--- src/hw/rtl/lcom_pkg.sv ---
// ----------------------------------------------------------------------------
// lcom_pkg
// Shared constants, types and register codes of the curvature and occlusion
// marker.
// ----------------------------------------------------------------------------
package lcom_pkg;

    localparam int HALF_WINDOW = 5;
    localparam int WIN_DEPTH   = 2 * HALF_WINDOW + 2;
    localparam int SPAN        = 2 * HALF_WINDOW + 1;

    localparam int RANGE_W = 16;
    localparam int COL_W   = 16;
    localparam int CFG_W   = 16;
    localparam int CNT_W   = 16;
    localparam int CURV_W  = 39;
    localparam int CIDX_W  = 2;

    localparam int SUM_W  = $clog2(SPAN * 65536);
    localparam int MAG_W  = $clog2(2 * HALF_WINDOW * 65536);
    localparam int SQ_W   = 2 * MAG_W;
    localparam int EXT_W  = (SQ_W > CURV_W) ? SQ_W : CURV_W;
    localparam int IDX_W  = $clog2(WIN_DEPTH);
    localparam int PEND_W = $clog2(HALF_WINDOW + 1);

    localparam logic [IDX_W-1:0]  Q_FIRST  = IDX_W'(HALF_WINDOW);
    localparam logic [IDX_W-1:0]  Q_SECOND = IDX_W'(HALF_WINDOW + 1);
    localparam logic [IDX_W-1:0]  Q_LAST   = IDX_W'(WIN_DEPTH - 1);
    localparam logic [CNT_W-1:0]  CNT_MAX  = '1;
    localparam logic [CURV_W-1:0] CURV_LIMIT = '1;

    localparam logic [CIDX_W-1:0] CFG_OCCLUSION_GAP    = 2'd0;
    localparam logic [CIDX_W-1:0] CFG_PARALLEL_RATIO   = 2'd1;
    localparam logic [CIDX_W-1:0] CFG_COLUMN_GAP_LIMIT = 2'd2;

    localparam logic [CFG_W-1:0] OCCLUSION_GAP_RST    = 16'd77;
    localparam logic [CFG_W-1:0] PARALLEL_RATIO_RST   = 16'd1311;
    localparam logic [CFG_W-1:0] COLUMN_GAP_LIMIT_RST = 16'd10;

    typedef struct packed {
        logic [RANGE_W-1:0] rng;
        logic [COL_W-1:0]   col;
        logic               excl;
    } point_t;

    typedef struct packed {
        logic             shift;
        logic             clear;
        logic             s1_load;
        logic             out_load;
        logic [IDX_W-1:0] q;
        logic             pt_valid;
        logic             last;
    } curv_ctl_t;

endpackage

--- src/hw/rtl/lidar_curvature_occlusion_marker.sv ---
// ----------------------------------------------------------------------------
// lidar_curvature_occlusion_marker
// Scan curvature and exclusion marking over a sliding point window held in a
// row of cells.
//
//   channel  dir  handshake            beat contents
//   in       in   in_valid/in_ready    range, column, last_point
//   out      out  out_valid/out_ready  curvature, curvature_valid, excluded,
//                                      last_result
//   cfg      in   cfg_valid/cfg_ready  cfg_index, cfg_data
//
// One input point per cycle while in_ready is high. A last_point beat drains
// the scan tail: up to seven results, one per cycle from the center-select
// counter while the output is not stalled, with in_ready low until the last
// one enters the pipeline; the window then clears. Output stalls back up
// through the difference and square stages before in_ready drops. cfg_ready
// is always high. Reset is asynchronous and clears the window and the counters.
// ----------------------------------------------------------------------------
module lidar_curvature_occlusion_marker
    import lcom_pkg::*;
(
    input  logic               clk,
    input  logic               rst_n,

    input  logic               in_valid,
    output logic               in_ready,
    input  logic [RANGE_W-1:0] range,
    input  logic [COL_W-1:0]   column,
    input  logic               last_point,

    output logic               out_valid,
    input  logic               out_ready,
    output logic [CURV_W-1:0]  curvature,
    output logic               curvature_valid,
    output logic               excluded,
    output logic               last_result,

    input  logic               cfg_valid,
    output logic               cfg_ready,
    input  logic [CIDX_W-1:0]  cfg_index,
    input  logic [CFG_W-1:0]   cfg_data
);

    logic [CFG_W-1:0] occlusion_gap_reg;
    logic [CFG_W-1:0] parallel_ratio_reg;
    logic [CFG_W-1:0] column_gap_limit_reg;

    logic             req_reg;
    logic             req_next;
    logic             flush_reg;
    logic             flush_next;
    logic [IDX_W-1:0] q_reg;
    logic [IDX_W-1:0] q_next;
    logic             vfirst_reg;
    logic             vfirst_next;
    logic             vsecond_reg;
    logic             vsecond_next;
    logic             s1_valid_reg;
    logic             s1_valid_next;
    logic             out_valid_reg;
    logic             out_valid_next;

    logic             out_en;
    logic             s1_en;
    logic             req_take;
    logic             accept;
    logic             clear;
    logic [IDX_W-1:0] q_start;

    logic [WIN_DEPTH-1:0] mark;
    logic [CNT_W-1:0]     points;
    point_t               cells [WIN_DEPTH];
    point_t               feeds [WIN_DEPTH];
    curv_ctl_t            ctl;

    // configuration
    assign cfg_ready = 1'b1;

    always_ff @(posedge clk or negedge rst_n)
    begin
        if (!rst_n)
        begin
            occlusion_gap_reg    <= OCCLUSION_GAP_RST;
            parallel_ratio_reg   <= PARALLEL_RATIO_RST;
            column_gap_limit_reg <= COLUMN_GAP_LIMIT_RST;
        end
        else if (cfg_valid)
        begin
            unique case (cfg_index)
                CFG_OCCLUSION_GAP:    occlusion_gap_reg    <= cfg_data;
                CFG_PARALLEL_RATIO:   parallel_ratio_reg   <= cfg_data;
                CFG_COLUMN_GAP_LIMIT: column_gap_limit_reg <= cfg_data;
                default:              ;
            endcase
        end
    end

    // handshake and drain control
    always_comb
    begin
        out_en   = !out_valid_reg || out_ready;
        s1_en    = !s1_valid_reg || out_en;
        req_take = req_reg && s1_en;
        in_ready = !flush_reg && (!req_reg || s1_en);
        accept   = in_valid && in_ready;
        clear    = req_take && flush_reg && (q_reg == Q_LAST);
        q_start  = (points >= CNT_W'(HALF_WINDOW + 1))
                   ? Q_FIRST : IDX_W'(CNT_W'(WIN_DEPTH - 1) - points);
    end

    always_comb
    begin
        req_next       = req_reg;
        flush_next     = flush_reg;
        q_next         = q_reg;
        vfirst_next    = vfirst_reg;
        vsecond_next   = vsecond_reg;
        s1_valid_next  = s1_valid_reg;
        out_valid_next = out_valid_reg;

        if (req_take)
        begin
            if (flush_reg && (q_reg != Q_LAST))
            begin
                q_next = q_reg + 1'b1;
            end
            else
            begin
                req_next   = 1'b0;
                flush_next = 1'b0;
            end
        end
        if (accept)
        begin
            req_next     = last_point || (points >= CNT_W'(HALF_WINDOW + 1));
            flush_next   = last_point;
            q_next       = last_point ? q_start : Q_FIRST;
            vfirst_next  = points >= CNT_W'(2 * HALF_WINDOW + 1);
            vsecond_next = points >= CNT_W'(2 * HALF_WINDOW);
        end
        if (s1_en)
        begin
            s1_valid_next = req_reg;
        end
        if (out_en)
        begin
            out_valid_next = s1_valid_reg;
        end
    end

    always_ff @(posedge clk or negedge rst_n)
    begin
        if (!rst_n)
        begin
            req_reg       <= 1'b0;
            flush_reg     <= 1'b0;
            q_reg         <= Q_FIRST;
            vfirst_reg    <= 1'b0;
            vsecond_reg   <= 1'b0;
            s1_valid_reg  <= 1'b0;
            out_valid_reg <= 1'b0;
        end
        else
        begin
            req_reg       <= req_next;
            flush_reg     <= flush_next;
            q_reg         <= q_next;
            vfirst_reg    <= vfirst_next;
            vsecond_reg   <= vsecond_next;
            s1_valid_reg  <= s1_valid_next;
            out_valid_reg <= out_valid_next;
        end
    end

    assign out_valid = out_valid_reg;

    // window cells
    genvar k;
    generate
        for (k = 0; k < WIN_DEPTH; k++)
        begin : g_cell
            if (k == WIN_DEPTH - 1)
            begin : g_head
                assign feeds[k] = '{rng: range, col: column, excl: 1'b0};
            end
            else
            begin : g_body
                assign feeds[k] = cells[k+1];
            end

            lcom_cell u_cell (
                .clk   (clk),
                .rst_n (rst_n),
                .shift (accept),
                .clear (clear),
                .mark  (mark[k]),
                .feed  (feeds[k]),
                .slot  (cells[k])
            );
        end
    endgenerate

    lcom_mark u_mark (
        .clk              (clk),
        .rst_n            (rst_n),
        .shift            (accept),
        .clear            (clear),
        .range_in         (range),
        .column_in        (column),
        .newest           (cells[WIN_DEPTH-1]),
        .prev             (cells[WIN_DEPTH-2]),
        .occlusion_gap    (occlusion_gap_reg),
        .parallel_ratio   (parallel_ratio_reg),
        .column_gap_limit (column_gap_limit_reg),
        .mark             (mark),
        .points           (points)
    );

    always_comb
    begin
        ctl.shift    = accept;
        ctl.clear    = clear;
        ctl.s1_load  = s1_en;
        ctl.out_load = out_en;
        ctl.q        = q_reg;
        ctl.pt_valid = ((q_reg == Q_FIRST) && vfirst_reg) || ((q_reg == Q_SECOND) && vsecond_reg);
        ctl.last     = flush_reg && (q_reg == Q_LAST);
    end

    lcom_curv u_curv (
        .clk             (clk),
        .rst_n           (rst_n),
        .ctl             (ctl),
        .cells           (cells),
        .range_in        (range),
        .curvature       (curvature),
        .curvature_valid (curvature_valid),
        .excluded        (excluded),
        .last_result     (last_result)
    );

endmodule

--- src/hw/rtl/lcom_cell.sv ---
// ----------------------------------------------------------------------------
// lcom_cell
// One window slot: holds range, column and exclusion flag of one point and
// takes its neighbor's point on every shift.
// ----------------------------------------------------------------------------
module lcom_cell
    import lcom_pkg::*;
(
    input  logic   clk,
    input  logic   rst_n,
    input  logic   shift,
    input  logic   clear,
    input  logic   mark,
    input  point_t feed,
    output point_t slot
);

    point_t slot_reg;
    point_t slot_next;

    always_comb
    begin
        slot_next = slot_reg;
        if (clear)
        begin
            slot_next = '0;
        end
        else if (shift)
        begin
            slot_next      = feed;
            slot_next.excl = feed.excl | mark;
        end
    end

    always_ff @(posedge clk or negedge rst_n)
    begin
        if (!rst_n)
        begin
            slot_reg <= '0;
        end
        else
        begin
            slot_reg <= slot_next;
        end
    end

    assign slot = slot_reg;

endmodule

--- src/hw/rtl/lcom_mark.sv ---
// ----------------------------------------------------------------------------
// lcom_mark
// Occlusion and parallel-beam rules on the newest pair, forward mark
// countdown and point counter.
// ----------------------------------------------------------------------------
module lcom_mark
    import lcom_pkg::*;
(
    input  logic                 clk,
    input  logic                 rst_n,
    input  logic                 shift,
    input  logic                 clear,
    input  logic [RANGE_W-1:0]   range_in,
    input  logic [COL_W-1:0]     column_in,
    input  point_t               newest,
    input  point_t               prev,
    input  logic [CFG_W-1:0]     occlusion_gap,
    input  logic [CFG_W-1:0]     parallel_ratio,
    input  logic [CFG_W-1:0]     column_gap_limit,
    output logic [WIN_DEPTH-1:0] mark,
    output logic [CNT_W-1:0]     points
);

    logic [PEND_W-1:0]  pend_reg;
    logic [PEND_W-1:0]  pend_next;
    logic [CNT_W-1:0]   points_reg;
    logic [CNT_W-1:0]   points_next;

    logic               pair_ok;
    logic [COL_W-1:0]   col_diff;
    logic               col_near;
    logic               back_hit;
    logic               fwd_hit;
    logic [RANGE_W-1:0] diff_a;
    logic [RANGE_W-1:0] diff_b;
    logic [31:0]        lim;
    logic               par_hit;

    always_comb
    begin
        pair_ok  = points_reg >= CNT_W'(HALF_WINDOW + 1);
        col_diff = (column_in > newest.col) ? column_in - newest.col : newest.col - column_in;
        col_near = col_diff < column_gap_limit;
        back_hit = pair_ok && col_near && (newest.rng > range_in)
                   && ((newest.rng - range_in) > occlusion_gap);
        fwd_hit  = pair_ok && col_near && (range_in > newest.rng)
                   && ((range_in - newest.rng) > occlusion_gap);
        diff_a   = (prev.rng > newest.rng) ? prev.rng - newest.rng : newest.rng - prev.rng;
        diff_b   = (range_in > newest.rng) ? range_in - newest.rng : newest.rng - range_in;
        lim      = 32'(parallel_ratio) * 32'(newest.rng);
        par_hit  = pair_ok && ({diff_a, 16'd0} > lim) && ({diff_b, 16'd0} > lim);

        mark = '0;
        for (int k = HALF_WINDOW; k <= WIN_DEPTH - 2; k++)
        begin
            mark[k] = back_hit;
        end
        mark[WIN_DEPTH-2] = back_hit | par_hit;
        mark[WIN_DEPTH-1] = (pend_reg != '0) | fwd_hit;
    end

    always_comb
    begin
        pend_next   = pend_reg;
        points_next = points_reg;
        if (clear)
        begin
            pend_next   = '0;
            points_next = '0;
        end
        else if (shift)
        begin
            if (fwd_hit)
            begin
                pend_next = PEND_W'(HALF_WINDOW);
            end
            else if (pend_reg != '0)
            begin
                pend_next = pend_reg - 1'b1;
            end
            if (points_reg != CNT_MAX)
            begin
                points_next = points_reg + 1'b1;
            end
        end
    end

    always_ff @(posedge clk or negedge rst_n)
    begin
        if (!rst_n)
        begin
            pend_reg   <= '0;
            points_reg <= '0;
        end
        else
        begin
            pend_reg   <= pend_next;
            points_reg <= points_next;
        end
    end

    assign points = points_reg;

endmodule

--- src/hw/rtl/lcom_curv.sv ---
// ----------------------------------------------------------------------------
// lcom_curv
// Running window sums, center difference stage and squaring output stage.
// ----------------------------------------------------------------------------
module lcom_curv
    import lcom_pkg::*;
(
    input  logic               clk,
    input  logic               rst_n,
    input  curv_ctl_t          ctl,
    input  point_t             cells [WIN_DEPTH],
    input  logic [RANGE_W-1:0] range_in,
    output logic [CURV_W-1:0]  curvature,
    output logic               curvature_valid,
    output logic               excluded,
    output logic               last_result
);

    logic [SUM_W-1:0]   sum_a_reg;
    logic [SUM_W-1:0]   sum_a_next;
    logic [SUM_W-1:0]   sum_b_reg;
    logic [SUM_W-1:0]   sum_b_next;

    logic [SUM_W-1:0]   sel_sum;
    logic [RANGE_W-1:0] center;
    logic [SUM_W-1:0]   center_x;
    logic [SUM_W:0]     diff;
    logic [SUM_W:0]     diff_abs;

    logic [MAG_W-1:0]   mag_reg;
    logic               valid_s1_reg;
    logic               excl_s1_reg;
    logic               last_s1_reg;

    logic [SQ_W-1:0]    sq;
    logic [EXT_W-1:0]   sq_ext;
    logic [CURV_W-1:0]  curv_sat;

    logic [CURV_W-1:0]  curv_reg;
    logic               valid_reg;
    logic               excl_reg;
    logic               last_reg;

    always_comb
    begin
        sum_a_next = sum_a_reg;
        sum_b_next = sum_b_reg;
        if (ctl.clear)
        begin
            sum_a_next = '0;
            sum_b_next = '0;
        end
        else if (ctl.shift)
        begin
            sum_a_next = sum_a_reg - SUM_W'(cells[0].rng) + SUM_W'(cells[WIN_DEPTH-1].rng);
            sum_b_next = sum_b_reg - SUM_W'(cells[1].rng) + SUM_W'(range_in);
        end
    end

    always_ff @(posedge clk or negedge rst_n)
    begin
        if (!rst_n)
        begin
            sum_a_reg <= '0;
            sum_b_reg <= '0;
        end
        else
        begin
            sum_a_reg <= sum_a_next;
            sum_b_reg <= sum_b_next;
        end
    end

    always_comb
    begin
        sel_sum  = (ctl.q == Q_SECOND) ? sum_b_reg : sum_a_reg;
        center   = (ctl.q == Q_SECOND) ? cells[HALF_WINDOW+1].rng : cells[HALF_WINDOW].rng;
        center_x = SUM_W'(center) * SUM_W'(SPAN);
        diff     = {1'b0, sel_sum} - {1'b0, center_x};
        diff_abs = diff[SUM_W] ? (~diff + 1'b1) : diff;
    end

    always_ff @(posedge clk)
    begin
        if (ctl.s1_load)
        begin
            mag_reg      <= ctl.pt_valid ? diff_abs[MAG_W-1:0] : '0;
            valid_s1_reg <= ctl.pt_valid;
            excl_s1_reg  <= !ctl.pt_valid || cells[ctl.q].excl;
            last_s1_reg  <= ctl.last;
        end
    end

    always_comb
    begin
        sq       = SQ_W'(mag_reg) * SQ_W'(mag_reg);
        sq_ext   = EXT_W'(sq);
        curv_sat = (sq_ext > EXT_W'(CURV_LIMIT)) ? CURV_LIMIT : sq_ext[CURV_W-1:0];
    end

    always_ff @(posedge clk)
    begin
        if (ctl.out_load)
        begin
            curv_reg  <= curv_sat;
            valid_reg <= valid_s1_reg;
            excl_reg  <= excl_s1_reg;
            last_reg  <= last_s1_reg;
        end
    end

    assign curvature       = curv_reg;
    assign curvature_valid = valid_reg;
    assign excluded        = excl_reg;
    assign last_result     = last_reg;

endmodule
--- config.mk ---
export PLATFORM = sky130hd
export DESIGN_NAME = lidar_curvature_occlusion_marker
export DESIGN_NICKNAME = d
export VERILOG_FILES = /design/src/hw/rtl/lcom_pkg.sv /design/src/hw/rtl/lidar_curvature_occlusion_marker.sv /design/src/hw/rtl/lcom_cell.sv /design/src/hw/rtl/lcom_mark.sv /design/src/hw/rtl/lcom_curv.sv
export SDC_FILE = /design/constraint.sdc
export NUM_CORES = 2
export LEC_CHECK = 0
export ABC_CLOCK_PERIOD_IN_PS = 9310
export BUFFER_PORTS_ARGS = -buffer_cell sky130_fd_sc_hd__buf_4
export CAP_MARGIN = 40
export CORE_ASPECT_RATIO = 1.25
export CORE_MARGIN = 2
export CORE_UTILIZATION = 30
export CTS_BUF_LIST = sky130_fd_sc_hd__clkbuf_4
export CTS_CLUSTER_SIZE = 8
export DETAILED_ROUTE_END_ITERATION = 7
export GPL_TIMING_DRIVEN = 0
export PLACE_DENSITY = 0.51
export SYNTH_ARGS = -nofsm -noshare
export SYNTH_HDL_FRONTEND = slang
export SYNTH_SLANG_ARGS = --single-unit
--- constraint.sdc ---
create_clock -name clk -period 9.31 [get_ports clk]
set_clock_uncertainty 0.1 [all_clocks]
set_input_delay 2.793 -clock clk [delete_from_list [all_inputs] [get_ports clk]]
set_output_delay 2.793 -clock clk [all_outputs]
set_load 0.01 [all_outputs]
Word-level counts from Yosys, hierarchy flattened
Index checks and enable logic that the tools add are counted.

Register bits: 578. Latch bits: 0. RAM bits: 0. Bits in read-only memories: 0. Input port bits: 56. Output and inout bits: 45. Word-level logic and storage cells: 203. Memories kept: 0.

Add/sub/neg operators: 16. Multipliers: 3. Divide/modulo/power cells: 0. Magnitude comparators: 14. Eq/ne operators: 8. Shift-type cells: 0. Multiplexer cells: 53. Bitwise logic cells: 10. Reductions and logical operators: 41.

Operators by type and width (count): 33-bit two-way mux (24); 33-bit binary-select mux with 4-bit select (1); 20-bit two-way mux (6); 16-bit two-way mux (7); 16-bit greater-than comparator (6); 16-bit subtractor (6); 32-bit greater-than comparator (2); 20-bit by 16-bit adder with 20-bit output (2); 40-bit by 39-bit greater-than comparator with 1-bit output, second input constant (1); 20-bit by 20-bit multiplier with 40-bit output (1); 20-bit by 16-bit subtractor with 20-bit output (2); 16-bit by 4-bit >= comparator with 1-bit output, second input constant (2); 16-bit by 16-bit multiplier with 32-bit output (1); 20-bit by 20-bit subtractor with 21-bit output (1); 20-bit by 1-bit adder with 20-bit output, second input constant (1); 16-bit by 4-bit multiplier with 20-bit output, second input constant (1); 4-bit two-way mux (5); 20-bit NOT (1); 16-bit by 1-bit adder with 16-bit output, second input constant (1); 16-bit by 3-bit >= comparator with 1-bit output, second input constant (1); 1-bit logical AND (16); 16-bit less-than comparator (1); 16-bit inequality test, second input constant (1); 2-bit AND reduction (7); 19 further kinds (48).

Logic depth before layout (Yosys ltp)
Depth in word-level cells: 10. Gate-level depth with buffers: 36. Mapped depth without buffers: 35.

Modules after synthesis
Synthesis repeated with hierarchy kept, for this count alone.

Cells, all modules: 5807. Area total of the unflattened synthesis: 56521.7 µm².

By module, submodules not included: lcom_curv (times used 1, cells an instance 2360, area an instance 21558.2 µm², sequential area each 2952.8 µm²); lcom_cell (times used 12, cells an instance 108, area an instance 1371.3 µm², sequential area each 825.8 µm²); lcom_mark (times used 1, cells an instance 1971, area an instance 15985.3 µm², sequential area each 475.5 µm²); lidar_curvature_occlusion_marker (times used 1, cells an instance 180, area an instance 2522.4 µm², sequential area each 1470.2 µm²).

Worst setup path after synthesis
Ideal clock, no wire load.

Path kind: reg-to-reg. Start point: register g_cell[11].u_cell.slot_reg, in the netlist g_cell[11].u_cell.slot[26]. End point: register g_cell[10].u_cell.slot_reg, in the netlist g_cell[10].u_cell.slot[0]. Setup time: 0.087 ns. Data arrival time: 7.871 ns. Data required time: 9.123 ns. Setup slack: 1.253 ns. Cell stages (with the launch flop): 36. Buffers on the path: 2. Clock period less this slack: 8.057 ns. Path through: dfrtp_1 -> clkbuf_1 -> clkbuf_1 -> nand2_1 -> fa_1 -> inv_1 -> fa_1 -> inv_1 -> fa_1 -> inv_1 -> fa_1 -> fa_1 -> inv_1 -> fa_1 -> inv_1 -> ha_1 -> a2111oi_0 -> a22o_1 -> a211oi_1 -> a21oi_1 -> a21boi_0 -> o21a_1 -> o21ai_0 -> nand2b_1 -> a21oi_1 -> xor2_1 -> ha_1 -> nand3_1 -> nor2_1 -> nand4_1 -> nor2_1 -> a211oi_1 -> maj3_1 -> o31ai_1 -> o21ai_1 -> o211ai_1.

Cells in the longest elaborated chain, start to end: 9. Elaborated cells on any way between the ends: 21. Those cells by class: 4 x add/sub; 1 x mul; 6 x order compare; 4 x mux; 2 x bitwise; 4 x reduce/logical.

RTL lines: start, declared (line lcom_cell.sv:18) `point_t slot_reg;`; start signal, assigned (line lcom_cell.sv:43) `slot_reg <= slot_next;`; parallel branches: the longest is 5 deep, another holds 16-bit by 16-bit multiplier with 32-bit output; 1-bit OR (*) (line lcom_mark.sv:58) `mark[WIN_DEPTH-2] = back_hit | par_hit;`; 1-bit OR (*) (line lcom_cell.sv:31) `slot_next.excl = feed.excl | mark;`; 33-bit two-way mux (*) (line lcom_cell.sv:28) `else if (shift)`; 33-bit two-way mux (*) (line lcom_cell.sv:24) `if (clear)`; end signal, assigned (line lcom_cell.sv:43); end, declared (line lcom_cell.sv:18).

Every way passes the cells marked *. The select of a mux whose other input is x is not followed. A chain may end at the register's enable or synchronous reset.

Worst setup path after layout
Start point: register u_curv.mag_reg[6]. End point: register u_curv.curv_reg[35] (netlist: u_curv.curvature[35]) (data pin).

Cells in the longest elaborated chain, start to end: 2.

RTL lines: start, declared (line lcom_curv.sv:30) `logic [MAG_W-1:0] mag_reg;`; start signal, assigned (line lcom_curv.sv:87) `mag_reg <= ctl.pt_valid ? diff_abs[MAG_W-1:0] : '0;`; 20-bit by 20-bit multiplier with 40-bit output (*) (line lcom_curv.sv:96) `sq = SQ_W'(mag_reg) * SQ_W'(mag_reg);`; 40-bit by 39-bit greater-than comparator with 1-bit output (line lcom_curv.sv:98) `curv_sat = (sq_ext > EXT_W'(CURV_LIMIT)) ? CURV_LIMIT : sq_ext[CURV_W-1:0];`; end signal, assigned (line lcom_curv.sv:105) `curv_reg <= curv_sat;`; end, declared (line lcom_curv.sv:39) `logic [CURV_W-1:0] curv_reg;`.

Every way passes the cells marked *; elsewhere a longest branch is shown, timed or not.

==> metrics.yaml <==
status:
  status: "completed"
timing:
  finalSetupViolCount: 0
  post-route-min-period_ns: 8.913
  finalHoldViolCount: 0
  tns_ns: 0
  maxSlewHeadroom_pct: 37.07
  worst_pin_slew_ns: 0.9439
  fin_crit_sh_pct: 95.73
  max_freq_mhz: 112.2
  maxSlewViolCount: 0
yosys:
  ys_seq_elements: 398
  synth_edf_count: 65
  syn_nets: 6312
  async_reset_ff_share_pct: 83.67
  synth_compound_area_share_pct: 10.12
  syn_area_per_cell_um2: 8.940
  synth_xor_area_share_pct: 3.564
  synth.area.top_cells: "fa_1 23%, dfrtp_1 17%, ha_1 14%"
  post_synth_num_cell_types: 80
  synth.most_common_cell: "inv_1"
  synth_simple_gate_area_share_pct: 15.86
  yosysWarningCount: 0
  synth_top_family_by_area: "adder cells"
  yosysTopAreaCellShare_pct: 23.22
  synthFlopType: "dfrtp_1"
  synth_common_cells: "907 x inv_1, 692 x nand2_1, 540 x fa_1, 509 x ha_1, 318 x dfrtp_1"
  synthesis.area_um2: 46550
  synthesis.instances: 5207
  synth_mux_area_share_pct: 2.279
  yosys.area_share.adder_pct: 36.93
  seq_area_frac_synth_pct: 22.13
  synth.largest_area_cell: "fa_1"
routing:
  wl_per_cell_um: 19.33
  drt_iter0_drc: 1909
  drc: 0
  drt-pass1-iter-count: 5
  wl_um: 146400
  vias: 36700
  ant_nets: 0
  routed_via_density: 4.845
floorplanning:
  die_h_um: 444.4
  rows: 161
  fp.dieW_um: 356.3
  initial_core_util_pct: 30.21
  die_area_um2: 158400
  pin_count: 101
  coreArea_um2: 154100
setup_path:
  cp_data_arrival_time_ns: 9.54
  cp-end-kind: "register"
  required_ns: 9.94
  crit_type: "register to register"
  cp_max_fo: 10
  cp-start-kind: "register"
place:
  gp_congestion: 0.9215
  hpwl_um: 121100
  place_inst: 7364
  port_buffers: 99
  placed_area_um2: 50120
final_layout:
  syn2layout_area_growth_pct: 11.41
  final_cells: 7575
  drive_gt1_share_pct: 8.838
  fin_nets: 6557
  largest_reg_flops: 216
  post-route-util_pct: 33.65
  stdcell_area_um2: 51860
worst_hold_path:
  min_path_type: "register to register"
clock_network:
  cts_max_path_buffers: 3
  cts.sinks: 398
  path_clk_slew_ns: 0.08
  clk_latency_ns: 1.02
  cts_tree: "done"
  numCtsBuffers: 114
  htreeDepth: 3
  clock-root-buffer: "clkbuf_4"
run:
  maxCapViolCount: 0
global_route:
  gr-total-overflow: 0
  grt_max_degree: 119
  grt_pass1_wl_um: 227300
  antenna_found_initial: 8
  grt_usage_pct: 18.65
  first_global_vias: 38634
## critical path, cell delays in order, from the launching register on
cell and delay [ns]:
edfxtp_1 0.32, clkbuf_1 0.51, clkbuf_1 0.62, nand2_1 0.24, fa_1 0.58, inv_1 0.07, ha_1 0.29, a21o_1 0.21
fa_1 0.46, fa_1 0.55, inv_1 0.05, fa_1 0.51, fa_1 0.49, inv_1 0.05, fa_1 0.45, ha_1 0.38
o21a_1 0.16, o211ai_1 0.11, a21oi_1 0.19, o21ai_0 0.10, a21oi_1 0.35, a211oi_2 0.15, nor2_1 0.35, a221oi_1 0.15
xor2_1 0.36, buf_2 0.36, buf_2 0.30, o21ai_1 0.16
## metrics by stage
stage	hold slack, ns	setup slack [ns]
3_3_place_gp	0.3109	-1.124
3_5_place_dp	0.3088	-1.199
6_report	0.3212	0.3972
2_1_floorplan	0.3003	1.253
5_1_grt	0.3287	-0.01489
4_1_cts	0.3080	0.04284
## placed cells by master, fill, tap and decap left out, types with 15 or more instances in the layout
master | Yosys | routed
o31ai_1 | 19 | 19
nor2_1 | 179 | 177
buf_4 | 1 | 121
dfrtp_1 | 318 | 302
xor2_1 | 74 | 73
o21ai_0 | 249 | 243
clkinv_1 | 2 | 21
a21o_1 | 95 | 95
a31oi_1 | 18 | 18
xnor2_1 | 111 | 110
edfxtp_1 | 65 | 65
o21bai_1 | 22 | 22
nand4_1 | 27 | 27
fa_1 | 540 | 540
nor3_1 | 36 | 35
nand2b_1 | 39 | 38
mux2_2 | 60 | 60
ha_1 | 509 | 509
o21ai_1 | 15 | 19
and2_1 | 211 | 211
nand3_1 | 285 | 285
mux2i_1 | 34 | 34
a211oi_1 | 23 | 20
a21oi_1 | 200 | 198
nor2b_1 | 33 | 33
dfrtp_2 | 0 | 15
clkbuf_4 | 0 | 176
o21a_1 | 26 | 26
nand2_1 | 692 | 692
and3_1 | 20 | 20
clkbuf_1 | 198 | 160
inv_1 | 907 | 907
## worst paths after layout
kind	startpoint	endpoint	slack [ns]	cells past startpoint
max	u_curv.mag_reg[6]	u_curv.curvature[35]	0.40	27
min	g_cell[9].u_cell.slot[24]	g_cell[8].u_cell.slot[24]	0.32	2
max reg2reg	u_curv.mag_reg[6]	u_curv.curvature[35]	0.40	27
min reg2reg	g_cell[9].u_cell.slot[24]	g_cell[8].u_cell.slot[24]	0.32	2
max in group asynchronous	rst_n	g_cell[10].u_cell.slot[19]	6.24	3
min in group asynchronous	rst_n	u_mark.points[5]	1.52	1
## cell families after synthesis
group                    after synthesis
AO/OA/AOI/OAI                        766
XOR/XNOR                             187
adder cells (fa/ha/maj)             1050
buffers and inverters               1127
flip-flops                           398
multiplexers                          96
other                                  1
AND/OR/NAND/NOR                     1582
## routing by layer
metal | up-vias | GRT usage [%] | share of wire (%)
li1 | 17279 | - | -
met4 | 6 | 7.414 | 4.5
met5 | - | 0 | 0.023
met2 | 783 | 33.97 | 51
met1 | 18357 | 22.08 | 40
met3 | 275 | 2.236 | 3.7
## what timing repair did
item                                    CTS  global route
gates resized for setup                  60            58
hold buffers                              0             0
setup buffers                             2            11
endpoints found under the setup margin    1             3
pin swaps                                 1             4
## area by class of cell
type                       count  area, um2
fill                       16152     102200
multi-input combinational   3682      32100
sequential                   398      10330
inverter                     909       3412
tap                         2037       2549
clock buffer                 165       1239
timing repair buffer         133       1114
buffer                       214      910.9
clock inverter                32      191.4
antenna                        5      12.51
Power is not shown: default switching activity piles up to over one toggle a cycle in this logic, so the estimate is an artifact.
